===== config.mk =====
export PLATFORM = sky130hd
export DESIGN_NAME = agh_ctrl
export DESIGN_NICKNAME = d
export VERILOG_FILES = /design/src/rtl/agh_pkg.sv /design/src/rtl/agh_ctrl.sv
export SDC_FILE = /design/constraint.sdc
export NUM_CORES = 1
export LEC_CHECK = 0
export BUFFER_PORTS_ARGS = -buffer_cell sky130_fd_sc_hd__buf_2
export CELL_PAD_IN_SITES_DETAIL_PLACEMENT = 0
export CELL_PAD_IN_SITES_GLOBAL_PLACEMENT = 2
export CORE_MARGIN = 2
export CORE_UTILIZATION = 32
export CTS_CLUSTER_SIZE = 12
export DETAILED_ROUTE_END_ITERATION = 12
export HOLD_SLACK_MARGIN = 0.08
export PLACE_DENSITY_LB_ADDON = 0.1
export REMOVE_ABC_BUFFERS = 1
export SLEW_MARGIN = 20
export SYNTH_ARGS = -nofsm -noshare
export SYNTH_HDL_FRONTEND = slang
export SYNTH_SLANG_ARGS = --single-unit

===== constraint.sdc =====
create_clock -name clk -period 7.6 [get_ports clk]
set_input_delay 0.38 -clock clk [delete_from_list [all_inputs] [get_ports clk]]
set_output_delay 0.38 -clock clk [all_outputs]
set_load 0.02 [all_outputs]

===== src/rtl/agh_pkg.sv =====
// ----------------------------------------------------------------------------
// agh_pkg
// Shared constants, codes and control types of the aperture grid classifier.
// ----------------------------------------------------------------------------
package agh_pkg;

    localparam int DEF_MAX_HOLES  = 1024;
    localparam int DEF_COORD_BITS = 24;

    localparam int IDX_BITS     = 11;
    localparam int REGION_BITS  = 2;
    localparam int CFG_IDX_BITS = 3;

    localparam logic [CFG_IDX_BITS-1:0] CFG_SHAPE_IS_CIRCLE  = 3'd0;
    localparam logic [CFG_IDX_BITS-1:0] CFG_PLATE_WIDTH      = 3'd1;
    localparam logic [CFG_IDX_BITS-1:0] CFG_PLATE_HEIGHT     = 3'd2;
    localparam logic [CFG_IDX_BITS-1:0] CFG_SHIFT_HORIZONTAL = 3'd3;
    localparam logic [CFG_IDX_BITS-1:0] CFG_SHIFT_VERTICAL   = 3'd4;
    localparam logic [CFG_IDX_BITS-1:0] CFG_HOLE_COUNT       = 3'd5;
    localparam logic [CFG_IDX_BITS-1:0] CFG_CROSSTALK_ENABLE = 3'd6;

    localparam logic OP_LOAD     = 1'b0;
    localparam logic OP_CLASSIFY = 1'b1;

    localparam logic [REGION_BITS-1:0] REGION_OUTSIDE  = 2'd0;
    localparam logic [REGION_BITS-1:0] REGION_ABSORBED = 2'd1;
    localparam logic [REGION_BITS-1:0] REGION_PASSED   = 2'd2;

    typedef struct packed {
        logic load;
        logic start;
        logic issue_plate;
        logic issue_hole;
        logic finish;
    } agh_cmd_t;

    typedef struct packed {
        logic plate_done;
        logic plate_hit;
        logic busy;
        logic out_busy;
    } agh_sts_t;

endpackage


===== src/rtl/agh_ctrl.sv =====
// ----------------------------------------------------------------------------
// agh_ctrl
// Controller: accepts requests, runs the plate test and the hole table scan.
// ----------------------------------------------------------------------------
module agh_ctrl #(
    parameter int MAX_HOLES = agh_pkg::DEF_MAX_HOLES,
    parameter int ADDR_W    = (MAX_HOLES > 1) ? $clog2(MAX_HOLES) : 1,
    parameter int NUM_W     = $clog2(MAX_HOLES + 1)
) (
    input  logic                         clk,
    input  logic                         rst_n,
    input  logic                         in_valid,
    input  logic                         in_op,
    output logic                         in_ready,
    input  logic [agh_pkg::IDX_BITS-1:0] hole_count,
    output agh_pkg::agh_cmd_t            cmd,
    output logic [ADDR_W-1:0]            hole_addr,
    input  agh_pkg::agh_sts_t            sts
);
    import agh_pkg::*;

    localparam logic [2:0] ST_IDLE   = 3'd0;
    localparam logic [2:0] ST_PLATE  = 3'd1;
    localparam logic [2:0] ST_PWAIT  = 3'd2;
    localparam logic [2:0] ST_SCAN   = 3'd3;
    localparam logic [2:0] ST_DRAIN  = 3'd4;
    localparam logic [2:0] ST_FINISH = 3'd5;

    logic [2:0]       state_reg, state_next;
    logic [NUM_W-1:0] cnt_reg, cnt_next;
    logic [NUM_W-1:0] limit;
    logic             accept;

    assign limit = (32'(hole_count) > MAX_HOLES) ? NUM_W'(MAX_HOLES) : NUM_W'(hole_count);

    assign in_ready  = (state_reg == ST_IDLE);
    assign accept    = in_valid && in_ready;
    assign hole_addr = cnt_reg[ADDR_W-1:0];

    always_comb
    begin
        state_next      = state_reg;
        cnt_next        = cnt_reg;
        cmd             = '0;
        cmd.load        = accept && (in_op == OP_LOAD);
        cmd.start       = accept && (in_op == OP_CLASSIFY);
        case (state_reg)
            ST_IDLE:
            begin
                if (cmd.start)
                begin
                    state_next = ST_PLATE;
                end
            end
            ST_PLATE:
            begin
                cmd.issue_plate = 1'b1;
                state_next      = ST_PWAIT;
            end
            ST_PWAIT:
            begin
                if (sts.plate_done)
                begin
                    cnt_next = '0;
                    if (sts.plate_hit && (limit != '0))
                    begin
                        state_next = ST_SCAN;
                    end
                    else
                    begin
                        state_next = ST_FINISH;
                    end
                end
            end
            ST_SCAN:
            begin
                cmd.issue_hole = 1'b1;
                cnt_next       = cnt_reg + NUM_W'(1);
                if (cnt_next == limit)
                begin
                    state_next = ST_DRAIN;
                end
            end
            ST_DRAIN:
            begin
                if (!sts.busy)
                begin
                    state_next = ST_FINISH;
                end
            end
            ST_FINISH:
            begin
                if (!sts.out_busy)
                begin
                    cmd.finish = 1'b1;
                    state_next = ST_IDLE;
                end
            end
            default:
            begin
                state_next = ST_IDLE;
            end
        endcase
    end

    always_ff @(posedge clk or negedge rst_n)
    begin
        if (!rst_n)
        begin
            state_reg <= ST_IDLE;
            cnt_reg   <= '0;
        end
        else
        begin
            state_reg <= state_next;
            cnt_reg   <= cnt_next;
        end
    end

endmodule


Word level (Yosys, flattened, before mapping) --
Cells that the tools add are included. W data, S select, Z words.
Cells by class: divide/modulo/power cells 0, muxes and demuxes 14, bitwise operators 1, eq/ne operators 11, magnitude comparators 1, reductions and logical operators 9, $mul 0, shifts and indexed selects 0, add/subtract/negate cells 1
Operator list (count):
- $mux W11 | 2
- $pmux W11 S2 | 1
- $mux W3 | 6
- $pmux W3 S6 | 1
- $add A11 B1 Y11 const B | 1
- $eq A11 B11 Y1 | 1
- $gt A11 B11 Y1 const B | 1
- $reduce_bool A11 Y1 | 1
- $ne A2 B2 Y1 const B | 4
- $eq A3 B2 Y1 const B | 2
- $eq A3 B3 Y1 const B | 2
- $reduce_and A5 Y1 | 1
- $logic_and A1 B1 Y1 | 4
- $mux W1 | 4
- $eq A3 B1 Y1 const B | 1
- $logic_not A3 Y1 | 1
- $ne A2 B1 Y1 const B | 1
- $reduce_and A2 Y1 | 1
- $reduce_bool A2 Y1 | 1
- $not A1 Y1 | 1
Storage, ports and cells: latch bits 0, bits in writable memories 0, flip-flop bits (word level) 14, bits of input ports 19, word-level logic and storage cells 39, memory bits (read-only) 0, memories kept 0, output and inout port bits 16

Depth between registers and ports, before layout --
word-level depth 7, gate-level depth with buffers 9, depth with buffers taken out 8

Least setup slack after synthesis --
Ideal clock, no wire load.
path type flip-flop to flip-flop, start point register cnt_reg[0], end point register state_reg[0], path slack 5.090 ns, arrival time 2.385 ns, cell stages (with the launch flop) 9, cells stage by stage dfrtp_1 ha_1 nand3_1 nor3_1 mux2i_1 a21o_1 or4_1 o22a_1 mux2_4
On the way: word-level cells in the longest chain between the ends 4
Ends and longest elaborated chain:
- from (decl) | line agh_ctrl.sv:30 | logic [NUM_W-1:0] cnt_reg, cnt_next;
- from (signal assigned) | line agh_ctrl.sv:116 | cnt_reg <= cnt_next;
- $add A11 B1 Y11 | line agh_ctrl.sv:78 | cnt_next = cnt_reg + NUM_W'(1);
- $eq A11 B11 Y1 | line agh_ctrl.sv:79 | if (cnt_next == limit)
- $ne A2 B2 Y1 (no line)
- $reduce_and A5 Y1 (no line)
- to (signal assigned) | line agh_ctrl.sv:115 | state_reg <= state_next;
- to (decl) | line agh_ctrl.sv:29 | logic [2:0] state_reg, state_next;
Every way passes these cells. A chain may end at the register's enable or synchronous reset.

Worst setup path in the final report --
Ends and elaborated chain as after synthesis.

==> flow_summary.json <==
{
  "seq_area_frac_synth_pct": 26.9,
  "gr-usage-all-layers_pct": 17.2,
  "rsz0062_at_grt": "false",
  "end_kind": "register",
  "setup_tns_ns": 0,
  "synthCells": 164,
  "std_cell_rows": 23,
  "period_share_pct": 36.0,
  "dieArea_um2": 4600,
  "antenna_left": 0,
  "critPathLaunch": "cnt_reg[0]",
  "cts-root-buf": "clkbuf_8",
  "slew_viol_final": 0,
  "min_path_type": "primary input to register",
  "min_period_ns": 2.74,
  "skew_ns": 0.00433,
  "cts.clk_slew.worst_paths_ns": 0.07,
  "status": "finished clean",
  "synth_edf_count": 0,
  "grt_overflow_total": 0,
  "ir_drop_uv": 130,
  "portBuffers": 34,
  "gp_congestion": 0.820,
  "synth_top_cell_by_area": "dfrtp_1",
  "antenna_found_initial": 0,
  "power_density_nw_per_um2": 269,
  "crit_type": "register to register",
  "synth_cell_type_count": 46,
  "largest_reg_flops": 11,
  "core_area_um2": 3970,
  "clk-insertion-delay-late_ns": 0.25,
  "dr_total_vias": 1249,
  "synth-seq-cells": 14,
  "yosys_warnings": 0,
  "vias_per_cell": 5.29,
  "use_met2_pct": 29.0,
  "hold_viol_final": 0,
  "synth_top_flop_cell": "dfrtp_1",
  "clk_path_buf_depth": 2,
  "met1_usage_pct": 23.1,
  "routedWlPerCell_um": 15.8,
  "htree_levels": 1,
  "busiest_layer": "met2",
  "fillers": 423,
  "critical_path_arrival_ns": 2.88,
  "drv_cap": 0,
  "firstDrtPassIters": 4,
  "wl_um": 3730,
  "start_util_pct": 32.8,
  "cts_tree": "yes",
  "cp_max_fo": 9,
  "grt_pass1_wl_um": 5800,
  "worst_pin_slew_ns": 0.555,
  "ios": 35,
  "place_inst": 231,
  "final_cells": 236,
  "setup_viol": 0,
  "p_leak_nw": 0.672,
  "hpwl_um": 2820,
  "cp-start-kind": "register",
  "cts_resized": 0,
  "final_nets": 207,
  "yosys-top-cells-count": "20 x o21ai_0, 14 x dfrtp_1, 14 x nand2_1, 14 x nor2_1, 12 x xnor2_1",
  "drive_above_1_share_pct": 22.6,
  "yosys-top-cells-area": "dfrtp_1 27%, xnor2_1 8.1%, o21ai_0 7.7%",
  "drc": 0,
  "cts_made_buffers": 3,
  "synth_top_area_share_pct": 26.9,
  "die_h_um": 67.8,
  "max_freq_mhz": 365,
  "netlist_area_um2": 1300,
  "async_flop_share_pct": 100,
  "avgSynthCellArea_um2": 7.94,
  "maxSlewHeadroom_pct": 62.9,
  "grt_max_degree": 16,
  "diodes": 0,
  "grtUsageMet3_pct": 2.17,
  "clock-sinks": 14,
  "drt_iter0_drc": 65,
  "r2r_start": "cnt_reg[0]",
  "r2r_slack_ns": 4.86,
  "grt_pass1_vias": 1180,
  "cp.required_ns": 7.74,
  "yosysMostFrequentCell": "o21ai_0",
  "die_x_um": 67.8,
  "syn_to_final_growth_pct": 15.0,
  "worstHoldStart": "sts[1]"
}
## through the flow
step | utilization, % | worst slack (ns) | hold WS [ns] | power [mW] | area, µm²
final | 37.7 | 4.86 | 0.502 | 0.403 | 1500
after floorplan | - | 4.95 | 0.0844 | 0.261 | 1190
after global routing | 37.7 | 4.65 | 0.518 | 0.438 | 1500
after CTS | 37.7 | 4.86 | 0.495 | 0.407 | 1500
after detailed placement | 36.1 | 4.87 | 0.312 | 0.328 | 1430
after global placement | 36.1 | 4.96 | 0.309 | 0.328 | 1430
## worst max-delay path: stages (launching register included)
cell	delay [ns]
dfrtp_1	0.52
ha_1	0.31
nand3_1	0.24
nor3_1	0.23
mux2i_1	0.09
a21o_1	0.18
or4_1	0.52
o22a_1	0.23
mux2_4	0.30
## cell usage in the layout, fill, tap and decap left out, types with 2 or more instances in the layout
cell type and n:
clkbuf_8 4, a21o_1 2, nand3_1 6, nor2_1 14
mux2i_1 3, nand3b_1 2, dfrtp_1 14, and4_1 2
xor2_1 3, inv_1 3, nand2_1 14, and3_1 4
o22a_1 2, o21ai_0 20, nor2b_1 4, o31ai_1 4
a31oi_1 2, buf_2 34, xnor2_1 12, nor3_1 4
nand2b_1 6, a21oi_1 2
## path summary, 6_finish.rpt
| kind | end | cells past startpoint |
|---|---|---|
| setup / recovery | state_reg[0] | 8 |
| hold / removal | state_reg[2] | 3 |
| setup reg to reg | state_reg[0] | 8 |
| hold reg to reg | cnt_reg[10] | 1 |
| max in group asynchronous | cnt_reg[2] | 2 |
| min in group asynchronous | state_reg[0] | 2 |
## final cells by class
class	instances	area (µm²)	area share, %
Timing Repair Buffer	36	188	12.5
Sequential cell	14	350	23.4
Inverter	3	11.3	0.752
Tap cell	50	62.6	4.18
Clock buffer	4	55.1	3.68
Multi-Input combinational cell	129	831	55.5
## timing repair
item / CTS / global route
buffers inserted: 0 / 0
endpoints found under the setup margin: 0 / 0
hold buffers: 1 / 0
endpoints found under the hold margin: 14 / 0
## where the power goes
part / leakage, nW / switching (mW) / internal (mW)
Combinational: 0.456 / 0.116 / 0.0865
Clock: 0.0288 / 0.0304 / 0.0460
Sequential: 0.188 / 0.0349 / 0.0895
Total: 0.672 / 0.181 / 0.222
## logic make-up (layout without fill, tap and decap cells)
| family | Yosys count | in the layout | share of synthesized area, % |
|---|---|---|---|
| XOR/XNOR | 15 | 15 | 10.1 |
| flip-flops | 14 | 14 | 26.9 |
| multiplexers | 4 | 4 | 3.46 |
| adder cells (fa/ha/maj) | 1 | 1 | 0.960 |
| AO/OA/AOI/OAI | 43 | 43 | 21.5 |
| buffers and inverters | 21 | 43 | 9.32 |
| AND/OR/NAND/NOR | 66 | 66 | 27.8 |
## metal layers
metal / share of wire [%] / routed length, µm
met1: 50 / 1860
met2: 45 / 1690
met3: 4.4 / 165
met4: 0.54 / 20
met5: 0 / 0
Note: power is estimated with default switching activity, not from simulation.
