**config.mk**
```make
export PLATFORM = sky130hd
export DESIGN_NAME = agh_cfg
export DESIGN_NICKNAME = d
export VERILOG_FILES = /design/src/rtl/agh_pkg.sv /design/src/rtl/agh_cfg.sv
export SDC_FILE = /design/constraint.sdc
export NUM_CORES = 1
export LEC_CHECK = 0
export BUFFER_PORTS_ARGS = -buffer_cell sky130_fd_sc_hd__buf_2
export CAP_MARGIN = 20
export CORE_AREA = 4 4 109 111
export DETAILED_ROUTE_END_ITERATION = 8
export DIE_AREA = 0 0 113 115
export MAX_ROUTING_LAYER = met4
export PLACE_DENSITY_LB_ADDON = 0.05
export SLEW_MARGIN = 20
export SYNTH_ARGS = -nofsm -noshare
export SYNTH_HDL_FRONTEND = slang
export SYNTH_SLANG_ARGS = --single-unit
export TNS_END_PERCENT = 50
```
**constraint.sdc**
```tcl
create_clock -name clk -period 0.9 [get_ports clk]
set_input_delay 0.09 -clock clk [delete_from_list [all_inputs] [get_ports clk]]
set_output_delay 0.09 -clock clk [all_outputs]
set_load 0.02 [all_outputs]
```
**src/rtl/agh_pkg.sv**
```systemverilog
// ----------------------------------------------------------------------------
// agh_pkg
// Shared constants, codes and control types of the aperture grid classifier.
// ----------------------------------------------------------------------------
package agh_pkg;

    localparam int DEF_MAX_HOLES  = 1024;
    localparam int DEF_COORD_BITS = 24;

    localparam int IDX_BITS     = 11;
    localparam int REGION_BITS  = 2;
    localparam int CFG_IDX_BITS = 3;

    localparam logic [CFG_IDX_BITS-1:0] CFG_SHAPE_IS_CIRCLE  = 3'd0;
    localparam logic [CFG_IDX_BITS-1:0] CFG_PLATE_WIDTH      = 3'd1;
    localparam logic [CFG_IDX_BITS-1:0] CFG_PLATE_HEIGHT     = 3'd2;
    localparam logic [CFG_IDX_BITS-1:0] CFG_SHIFT_HORIZONTAL = 3'd3;
    localparam logic [CFG_IDX_BITS-1:0] CFG_SHIFT_VERTICAL   = 3'd4;
    localparam logic [CFG_IDX_BITS-1:0] CFG_HOLE_COUNT       = 3'd5;
    localparam logic [CFG_IDX_BITS-1:0] CFG_CROSSTALK_ENABLE = 3'd6;

    localparam logic OP_LOAD     = 1'b0;
    localparam logic OP_CLASSIFY = 1'b1;

    localparam logic [REGION_BITS-1:0] REGION_OUTSIDE  = 2'd0;
    localparam logic [REGION_BITS-1:0] REGION_ABSORBED = 2'd1;
    localparam logic [REGION_BITS-1:0] REGION_PASSED   = 2'd2;

    typedef struct packed {
        logic load;
        logic start;
        logic issue_plate;
        logic issue_hole;
        logic finish;
    } agh_cmd_t;

    typedef struct packed {
        logic plate_done;
        logic plate_hit;
        logic busy;
        logic out_busy;
    } agh_sts_t;

endpackage

```
**src/rtl/agh_cfg.sv**
```systemverilog
// ----------------------------------------------------------------------------
// agh_cfg
// Configuration register file, written through a plain index/data port.
// ----------------------------------------------------------------------------
module agh_cfg #(
    parameter int COORD_BITS = agh_pkg::DEF_COORD_BITS
) (
    input  logic                             clk,
    input  logic                             rst_n,
    input  logic                             cfg_we,
    input  logic [agh_pkg::CFG_IDX_BITS-1:0] cfg_index,
    input  logic [COORD_BITS-1:0]            cfg_wdata,
    output logic                             shape_is_circle,
    output logic [COORD_BITS-2:0]            plate_width,
    output logic [COORD_BITS-2:0]            plate_height,
    output logic signed [COORD_BITS-1:0]     shift_horizontal,
    output logic signed [COORD_BITS-1:0]     shift_vertical,
    output logic [agh_pkg::IDX_BITS-1:0]     hole_count,
    output logic                             crosstalk_enable
);
    import agh_pkg::*;

    logic                         shape_reg;
    logic [COORD_BITS-2:0]        width_reg;
    logic [COORD_BITS-2:0]        height_reg;
    logic signed [COORD_BITS-1:0] shift_h_reg;
    logic signed [COORD_BITS-1:0] shift_v_reg;
    logic [IDX_BITS-1:0]          count_reg;
    logic                         xt_en_reg;

    always_ff @(posedge clk or negedge rst_n)
    begin
        if (!rst_n)
        begin
            shape_reg   <= 1'b0;
            width_reg   <= '0;
            height_reg  <= '0;
            shift_h_reg <= '0;
            shift_v_reg <= '0;
            count_reg   <= '0;
            xt_en_reg   <= 1'b0;
        end
        else if (cfg_we)
        begin
            case (cfg_index)
                CFG_SHAPE_IS_CIRCLE:  shape_reg   <= cfg_wdata[0];
                CFG_PLATE_WIDTH:      width_reg   <= cfg_wdata[COORD_BITS-2:0];
                CFG_PLATE_HEIGHT:     height_reg  <= cfg_wdata[COORD_BITS-2:0];
                CFG_SHIFT_HORIZONTAL: shift_h_reg <= cfg_wdata;
                CFG_SHIFT_VERTICAL:   shift_v_reg <= cfg_wdata;
                CFG_HOLE_COUNT:       count_reg   <= cfg_wdata[IDX_BITS-1:0];
                CFG_CROSSTALK_ENABLE: xt_en_reg   <= cfg_wdata[0];
                default:              ;
            endcase
        end
    end

    assign shape_is_circle  = shape_reg;
    assign plate_width      = width_reg;
    assign plate_height     = height_reg;
    assign shift_horizontal = shift_h_reg;
    assign shift_vertical   = shift_v_reg;
    assign hole_count       = count_reg;
    assign crosstalk_enable = xt_en_reg;

endmodule

```
# Word-level counts from Yosys, hierarchy flattened
# Index checks and enable logic that the tools add are counted.
# totals
regBits	107
in_bits	30
output_inout_bits	107
elab_cells	21
# op_classes
eq_ne	6
reduce_logical	8
# ops
operator	count
2-bit AND reduction	7
3-bit equality test (second input constant)	3
3-bit by 2-bit equality test with 1-bit output (second input constant)	2
3-bit by 1-bit equality test with 1-bit output (second input constant)	1
3-bit zero test	1

# Logic depth before layout (Yosys ltp)
# Gate-level depths: netlist of run 1.
# depth
depth_word	2
mapped_depth	4
depth_no_buf	2

# Least setup slack after synthesis of run 1
# OpenSTA, ideal clock, no wires.
# synth_path
path_kind	input to register
startpoint	input cfg_index[2] (netlist bit)
endpoint	register height_reg[10], in the netlist plate_height[10]
setup_ns	0.125
arrival_ns	0.917
t_required_ns	0.775
setup_slack_ns	-0.142
cell_stages	4
path_buffers	2
path_cell_list	and4bb_1 buf_6 buf_6 mux2_4
# synth_via
elab_chain_cells	2
# synth_lines
item	line_no	text
from (decl)	agh_cfg.sv:11	input logic [agh_pkg::CFG_IDX_BITS-1:0] cfg_index,
3-bit by 2-bit equality test with 1-bit output	agh_cfg.sv:45	case (cfg_index)
2-bit AND reduction (no line)	-	
to (signal assigned)	agh_cfg.sv:48	CFG_PLATE_HEIGHT: height_reg <= cfg_wdata[COORD_BITS-2:0];
to (decl)	agh_cfg.sv:25	logic [COORD_BITS-2:0] height_reg;
# Every way passes these cells.
# A chain may end at the register's enable or synchronous reset.

# Final worst setup path of run 1
# layout_path
startpoint	register height_reg[3], in the netlist plate_height[3]
endpoint	output plate_height[3]
# layout_rtl
item	line_no	text
to (decl)	agh_cfg.sv:15	output logic [COORD_BITS-2:0] plate_height,
# No word-level cell between the ends.

==> results of run 1 <==
-- what timing repair did --
action                                  in CTS  in global routing
pin swaps                                    0                  0
hold endpoints to repair                   155                  0
resized for setup                          120                 64
hold buffers                                15                  0
endpoints found under the setup margin     107                135
buffers inserted                            26                 16
-- area by class of cell --
type | count | area, sq um | area share, %
clock buffer | 11 | 141.4 | 2.163
clock inverter | 5 | 61.31 | 0.9378
multi-input combinational | 114 | 1516 | 23.20
sequential | 107 | 2678 | 40.96
tap | 140 | 175.2 | 2.679
timing repair buffer | 211 | 1966 | 30.07
-- metrics by stage --
step	setup TNS, ns	instances
3_5_place_dp	-32.57	515
6_report	-10.19	588
3_3_place_gp	-31.34	515
2_1_floorplan	-9.137	233
4_1_cts	-13.27	572
5_1_grt	-15.68	588
-- cell families after synthesis --
group	after synthesis	synth area share, %
buffers and inverters	12	3.099
and+or+nand+nor	7	1.825
muxes	107	33.10
DFF	107	61.98
-- placed cells by master (no fill, tap or decap) --
master / instances
and4bb_2: 2
and4bb_4: 1
buf_12: 9
buf_2: 44
buf_4: 52
buf_6: 91
bufinv_16: 1
clkbuf_1: 1
clkbuf_8: 10
clkinv_2: 1
clkinv_4: 2
dfrtp_1: 107
dlygate4sd3_1: 15
inv_6: 1
mux2_2: 46
mux2_4: 61
nand4b_1: 2
nand4b_2: 1
nor4b_1: 1
-- power by group --
group / switching [W] / internal [W]
combinational: 0.00252 / 0.00353
clock: 0.00166 / 0.00138
sequential: 0.000756 / 0.00587
-- worst paths after layout --
check / start / endpoint / slack (ns) / cells after the start
worst max-delay path: plate_height[3] / plate_height[3] / -0.12 / 1
worst min-delay path: cfg_wdata[18] / plate_height[18] / 0.02 / 2
worst max register to register: plate_height[3] / plate_height[3] / -0.02 / 2
worst min register to register: hole_count[5] / hole_count[5] / 0.51 / 1
max in group asynchronous: rst_n / plate_width[10] / 0.27 / 3
min in group asynchronous: rst_n / shift_horizontal[11] / 0.25 / 3
-- layer usage --
layer  vias up  share of wire, %  wire length [um]
met4         0               1.7               174
met3        13               5.2               542
met2        80                47              4920
met1      1407                46              4750
li1       1248                 -                 -
met5         -                 0                 0
-- flip-flops by register name, summed over array words and instances (netlist names) --
register / cells
shift_horizontal: 24
plate_height: 23
hole_count: 11
shape_is_circle: 1
crosstalk_enable: 1
plate_width: 23
shift_vertical: 24
==> flow_summary.yaml, run 1 <==
yosys:
  ys_warn_count: 0
  synthTopCellsByArea: "dfrtp_1, mux2_4, mux2_2, buf_6, buf_12"
  synth_top_cell_area_share_pct: 61.98
  synth_common_cells: "dfrtp_1, mux2_4, mux2_2, buf_6"
  synth_top_area_cell: "dfrtp_1"
  synth_area_per_cell_sq_um: 18.54
  ys_seq_area_share_pct: 61.98
  synth_ff_type: "dfrtp_1"
  async_flop_share_pct: 100.0
  ys_types: 10
  postSynthCellCount: 233
  ys_ff_latch: 107
  syn_area_sq_um: 4320
  synth_fp_nets: 263
  synth-edff-count: 0
  synth_most_common_cell: "dfrtp_1"
grt:
  grt_pass1_wl_um: 16220
  grt_busiest_layer: "met2"
  use_met3_pct: 2.789
  grt.total_usage_pct: 16.57
  grt_max_degree: 59
  grt_pass1_vias: 2928
  grt_antenna_before_repair: 0
  grt_use_met2_pct: 25.08
  met1_usage_pct: 22.32
  grt_overflow: 0
clocking:
  root_buffer: "clkbuf_8"
  cts_tree: "built"
  clk_latency_ns: 0.35
  numClockSinks: 107
  cts_buffers: 9
  h-tree-depth: 3
  path_clk_slew_ns: 0.10
  cts_max_path_buffers: 2
finish:
  final_util_pct: 60.57
  drive_gt1_share_pct: 71.88
  design_area_sq_um: 6538
  area_growth_pct: 51.32
  fillers: 867
  antenna_cells: 0
  final_nets: 473
routing:
  first_iter_violations: 92
  avgViaCountPerCell: 4.673
  ant_nets: 0
  routed_wl_um: 10390
  post_drt_wl_per_cell_um: 17.67
  drc: 0
  vias: 2748
  detail_route.first_pass.iterations: 4
timing:
  slew_headroom_pct: 72.70
  setup_ws_ns: -0.1174
  drv_slew: 0
  finalCriticalPeriod_ns: 1.017
  finalHoldViolCount: 0
  worstMarginPinSlew_ns: 0.4095
  rsz0062_at_grt: "true"
  fmax_mhz: 982.9
  fin_crit_sh_pct: 113.0
  setup_viol: 129
  timing.hold.ws_ns: 0.02251
  clock_skew_ns: 0
floorplan:
  initial_core_util_pct: 40.03
  die_area_sq_um: 13000
  ios: 137
  die_h_um: 115
  core_area_sq_um: 10790
  fp-row-count: 38
  die_w_um: 113
worst_setup_path:
  path_delay_family: "flip-flops"
  start_kind: "flip-flop"
  cp.arrival_ns: 0.93
  cp.required_ns: 0.81
  path_cells: "buf_6"
  critical_path_buf_inv_count: 1
  critPathSlowestCell: "dfrtp_1"
  crit_path_max_fanout: 2
  slowest_delay_ns: 0.42
  worstSetupPathType: "reg2out"
  cp-end-kind: "output pin"
place:
  dp_hpwl_um: 6863
  placed_area_sq_um: 5293
  pre_cts_slack_ns: -0.3646
  port_buffers: 136
  gp_congestion: 0.7853
min_path:
  worstHoldPathType: "in2reg"
run_status:
  violations: "negative setup slack"
  status: "finished with violations"
power_and_ir_drop:
  finalPower_w: 0.01571
  p_leak_nw: 3.161
  irDropWorstVdd_mv: 1.024
  pwr_density_cell_nw_per_um2: 2402
run:
  cap_violations: 0
Power figures use the tool's default switching activity.
==> run 2: changes to the inputs <==
--- a/config.mk
+++ b/config.mk
@@ -12,2 +12,3 @@
 export DIE_AREA = 0 0 113 115
+export HOLD_SLACK_MARGIN = 0.06
 export MAX_ROUTING_LAYER = met4
--- a/constraint.sdc
+++ b/constraint.sdc
@@ -3,2 +3,2 @@
 set_output_delay 0.09 -clock clk [all_outputs]
-set_load 0.02 [all_outputs]
+set_load 0.005 [all_outputs]
==> run 2 against run 1 <==
Effect of this change:
- the run still ends with negative setup slack left
- routed wire length decreased by 2.0%
- global-route usage decreased by 0.23 points
- setup slack gained 0.0068 ns
- critical path type unchanged
- die area unchanged
- worst hold slack gained 0.21 ns
- register-to-register slack lost 0.05 ns
- fmax increased by 0.67%
- non-clock buffer count is 10 higher
==> flow_summary.yaml, run 2 (synthesized netlist as in run 1, its figures left out) <==
run_status:
  status: "finished with violations"
  violations: "negative setup slack"
worst_setup_path:
  path_delay_family: "flip-flops"
  cp-end-kind: "output pin"
  rrSetupSlack_ns: -0.07
  reg2reg_depth: 3
  slowest_delay_ns: 0.41
  crit_path_max_fanout: 2
  r2r_end: "plate_height[4]"
  worstSetupPathType: "reg2out"
  cp_num_cells: 1
  critical_path_buf_inv_count: 1
  cp.required_ns: 0.81
  cp.arrival_ns: 0.92
  crit_start: "plate_height[3]"
  path_cells: "buf_2"
  cp-endpoint: "plate_height[3]"
  start_kind: "flip-flop"
  critPathSlowestCell: "dfrtp_1"
  r2r-start: "plate_height[4]"
finish:
  final_nets: 483
  final_util_pct: 56.23
  final_cell_mix: "buf_2, dfrtp_1, mux2_4"
  drive_gt1_share_pct: 70.31
  final_common_cell: "buf_2"
  antenna_cells: 0
  design_area_sq_um: 6068
  area_growth_pct: 40.46
  fillers: 913
routing:
  vias: 2784
  first_iter_violations: 92
  avgViaCountPerCell: 4.656
  ant_nets: 0
  drc: 0
  post_drt_wl_per_cell_um: 17.02
  routed_wl_um: 10180
  detail_route.first_pass.iterations: 4
grt:
  grt_pass1_vias: 2892
  grt_overflow: 0
  grt_max_degree: 59
  grt_antenna_before_repair: 0
  grt_pass1_wl_um: 16030
  grt.total_usage_pct: 16.34
power_and_ir_drop:
  pwr_density_cell_nw_per_um2: 2173
  irDropWorstVdd_mv: 0.9088
  p_leak_nw: 3.025
clocking:
  clk_latency_ns: 0.37
  cts_buffers: 9
  root_buffer: "clkbuf_8"
  path_clk_slew_ns: 0.10
  cts_max_path_buffers: 2
  numClockSinks: 107
  h-tree-depth: 3
  cts_tree: "built"
timing:
  finalHoldViolCount: 0
  setup_viol: 110
  setup_ws_ns: -0.1107
  worstMarginPinSlew_ns: 0.4066
  fin_crit_sh_pct: 112.3
  finalCriticalPeriod_ns: 1.011
  slew_headroom_pct: 72.89
  clock_skew_ns: 0
  drv_slew: 0
  timing.hold.ws_ns: 0.2365
  rsz0062_at_grt: "true"
  fmax_mhz: 989.4
floorplan:
  initial_core_util_pct: 40.03
  die_w_um: 113
  die_h_um: 115
  core_area_sq_um: 10790
  die_area_sq_um: 13000
  ios: 137
  fp-row-count: 38
place:
  dp_hpwl_um: 6863
  placed_area_sq_um: 5293
  gp_congestion: 0.7853
  port_buffers: 136
run:
  cap_violations: 0
min_path:
  worstHoldPathType: "in2async"
## run 2: cell count changes in the layout (fill, tap and decap cells not counted)
cell           before  now
buf_6              91    1
buf_4              52   51
buf_2              44  135
dlygate4sd3_1      15   25
mux2_4             61   60
mux2_2             46   47
## run 2: final cells by class
| type | count | area (sq um) | share of cell area (%) |
|---|---|---|---|
| Sequential cell | 107 | 2678 | 44.12 |
| Tap cell | 140 | 175.2 | 2.887 |
| Timing Repair Buffer | 221 | 1500 | 24.72 |
| Clock inverter | 5 | 61.31 | 1.010 |
| Multi-Input combinational cell | 114 | 1513 | 24.93 |
| Clock buffer | 11 | 141.4 | 2.330 |
## run 2: metal layers
metal / vias up / wire length, um / GRT usage [%]
li1: 1274 / - / -
met1: 1419 / 4768 / 22.36
met2: 80 / 4718 / 24.53
met3: 11 / 510 / 2.737
met4: 0 / 180 / 6.250
met5: - / 0 / -
## run 2: worst min-delay path by stage
stage / from / to / depth (start not counted)
finish: rst_n / shift_horizontal[11] / 3
global route: cfg_index[1] / shape_is_circle / 4
CTS: cfg_index[2] / shape_is_circle / 4
detailed placement: rst_n / shift_horizontal[11] / 2
global placement: rst_n / shift_horizontal[11] / 2
floorplan: rst_n / crosstalk_enable / 0
## run 2: per-stage QoR
| step | worst slack [ns] | total power (W) | setup TNS [ns] | instances |
|---|---|---|---|---|
| after global placement | -0.3369 | 0.009539 | -31.34 | 515 |
| final | -0.1107 | 0.01319 | -8.780 | 598 |
| after global routing | -0.1471 | 0.01387 | -12.86 | 598 |
| after CTS | -0.1354 | 0.01310 | -10.48 | 582 |
| after detailed placement | -0.3646 | 0.009593 | -32.57 | 515 |
| after floorplan | -0.1330 | 0.007934 | -9.137 | 233 |
## run 2: power by group
| part | leakage (nW) | switching, W | total [W] | internal [W] |
|---|---|---|---|---|
| combinational | 1.64 | 0.00125 | 0.00373 | 0.00248 |
| clock | 0.104 | 0.00168 | 0.00306 | 0.00138 |
| sequential | 1.28 | 0.000535 | 0.00639 | 0.00586 |
| total | 3.03 | 0.00347 | 0.0132 | 0.00972 |
## run 2: what timing repair did
item                       CTS  global route
setup endpoints to repair  107           124
setup buffers               26            16
hold buffers                25             0
hold endpoints to repair   214             0
pin swaps                    0             0
resized for setup            0             2
==> run 3: changes to the inputs <==
- PLACE_DENSITY_LB_ADDON: 0.05 -> 0.2
==> run 3 against run 2 <==
Effect of this change:
- the flow still finishes with violations (negative setup slack)
- setup slack improved by 0.013 ns
- die area stayed put
- worst hold slack worse by 0.14 ns
- combinational power is essentially flat
- total power increased by 3.4%
- non-clock buffer count shrank 2
- critical endpoint is now plate_width[7]
- largest cell class unchanged
- highest routed layer unchanged
==> flow_summary.yaml, run 3 (synthesized netlist as in run 1, its figures left out) <==
floorplan:
  initial_core_util_pct: 40.03
  die_w_um: 113
  die_area_sq_um: 13000
  core_area_sq_um: 10790
  die_h_um: 115
  fp-row-count: 38
  ios: 137
timing:
  clock_skew_ns: 0
  setup_viol: 109
  setup_ws_ns: -0.09778
  finalCriticalPeriod_ns: 0.9978
  slew_headroom_pct: 78.23
  drv_slew: 0
  fin_crit_sh_pct: 110.9
  worstMarginPinSlew_ns: 0.3221
  timing.hold.ws_ns: 0.09194
  fmax_mhz: 1002
  finalHoldViolCount: 0
  rsz0062_at_grt: "true"
run:
  cap_violations: 0
grt:
  grt_pass1_vias: 2946
  grt_overflow: 0
  grt_antenna_before_repair: 0
  grt_pass1_wl_um: 15840
  grt.total_usage_pct: 16.21
  grt_max_degree: 38
worst_setup_path:
  rrSetupSlack_ns: -0.01
  path_delay_family: "flip-flops"
  slowest_delay_ns: 0.41
  r2r_end: "plate_width[22]"
  reg2reg_depth: 2
  path_cells: "buf_2"
  start_kind: "flip-flop"
  cp-end-kind: "output pin"
  cp.arrival_ns: 0.91
  critical_path_buf_inv_count: 1
  cp.required_ns: 0.81
  critPathSlowestCell: "dfrtp_1"
  crit_path_max_fanout: 2
  r2r-start: "plate_width[22]"
  worstSetupPathType: "reg2out"
place:
  gp_congestion: 0.7258
  dp_hpwl_um: 7018
  dp_cells: 512
  port_buffers: 136
clocking:
  cts_tree: "built"
  root_buffer: "clkbuf_8"
  path_clk_slew_ns: 0.10
  numClockSinks: 107
  cts_buffers: 9
  h-tree-depth: 3
  cts_max_path_buffers: 2
  clk_latency_ns: 0.36
run_status:
  violations: "negative setup slack"
  status: "finished with violations"
finish:
  final_nets: 481
  area_growth_pct: 41.62
  antenna_cells: 0
  drive_gt1_share_pct: 70.18
  regArea_sq_um: 2678
  fillers: 870
  multi_input_area_sq_um: 1513
  final_common_cell: "buf_2"
  finalNonFillerCells: 596
  final_cell_mix: "buf_2, dfrtp_1, mux2_4"
routing:
  drt-met1-wl_um: 4533
  avgViaCountPerCell: 4.612
  routed_wl_um: 10130
  first_iter_violations: 106
  top_layer: "met4"
  dr_wl_met2_um: 5010
  detail_route.first_pass.iterations: 4
  drc: 0
  wl_met3_um: 445
  ant_nets: 0
  vias: 2749
  post_drt_wl_per_cell_um: 17.00
power_and_ir_drop:
  irDropWorstVdd_mv: 0.9193
  pwr_density_cell_nw_per_um2: 2228
  p_leak_nw: 3.043
min_path:
  worstHoldPathType: "in2async"
==> run 3: final cells by class <==
cell class              count  area share [%]
multi-input cells         114           24.72
clock buffers              10           2.086
repair buffers            219           24.72
clock inverters             6           1.840
well taps                 140           2.863
flip-flops and latches    107           43.76
==> run 3: worst max path at each step <==
stage,start,to,depth (start not counted)
after floorplan,cfg_index[2],plate_height[10],4
after global placement,cfg_index[0],shift_vertical[23],4
after detailed placement,cfg_index[1],shift_vertical[1],4
after CTS,plate_width[5],plate_width[5],1
after global routing,plate_width[7],plate_width[7],1
final,plate_width[7],plate_width[7],1
==> run 3: per-layer routing <==
layer	track usage, %	up-vias
li1	-	1265
met1	21.17	1395
met2	25.79	78
met3	2.421	11
met4	6.090	0
met5	-	-
==> run 3: report_power, final <==
| part | switching (W) | leakage (nW) | internal [W] |
|---|---|---|---|
| registers | 0.000546 | 1.28 | 0.00586 |
| clock network | 0.00163 | 0.121 | 0.00186 |
| logic | 0.00124 | 1.64 | 0.00250 |
==> run 3: through the flow <==
step	cell area, sq um	TNS [ns]	util, %	setup slack (ns)	total power (W)
after floorplan	4335	-9.137	-	-0.1330	0.007934
after global placement	5295	-29.15	49.06	-0.3471	0.009533
after detailed placement	5295	-30.67	49.06	-0.3702	0.009612
after CTS	5988	-10.05	55.48	-0.1195	0.01361
after global routing	6118	-12.63	56.69	-0.1457	0.01440
final	6118	-6.992	56.69	-0.09778	0.01363
==> run 3: what timing repair did <==
item | CTS | global route
hold endpoints to repair | 214 | 0
setup endpoints to repair | 107 | 128
hold buffers | 25 | 0
resized for setup | 0 | 2
buffers inserted | 27 | 16
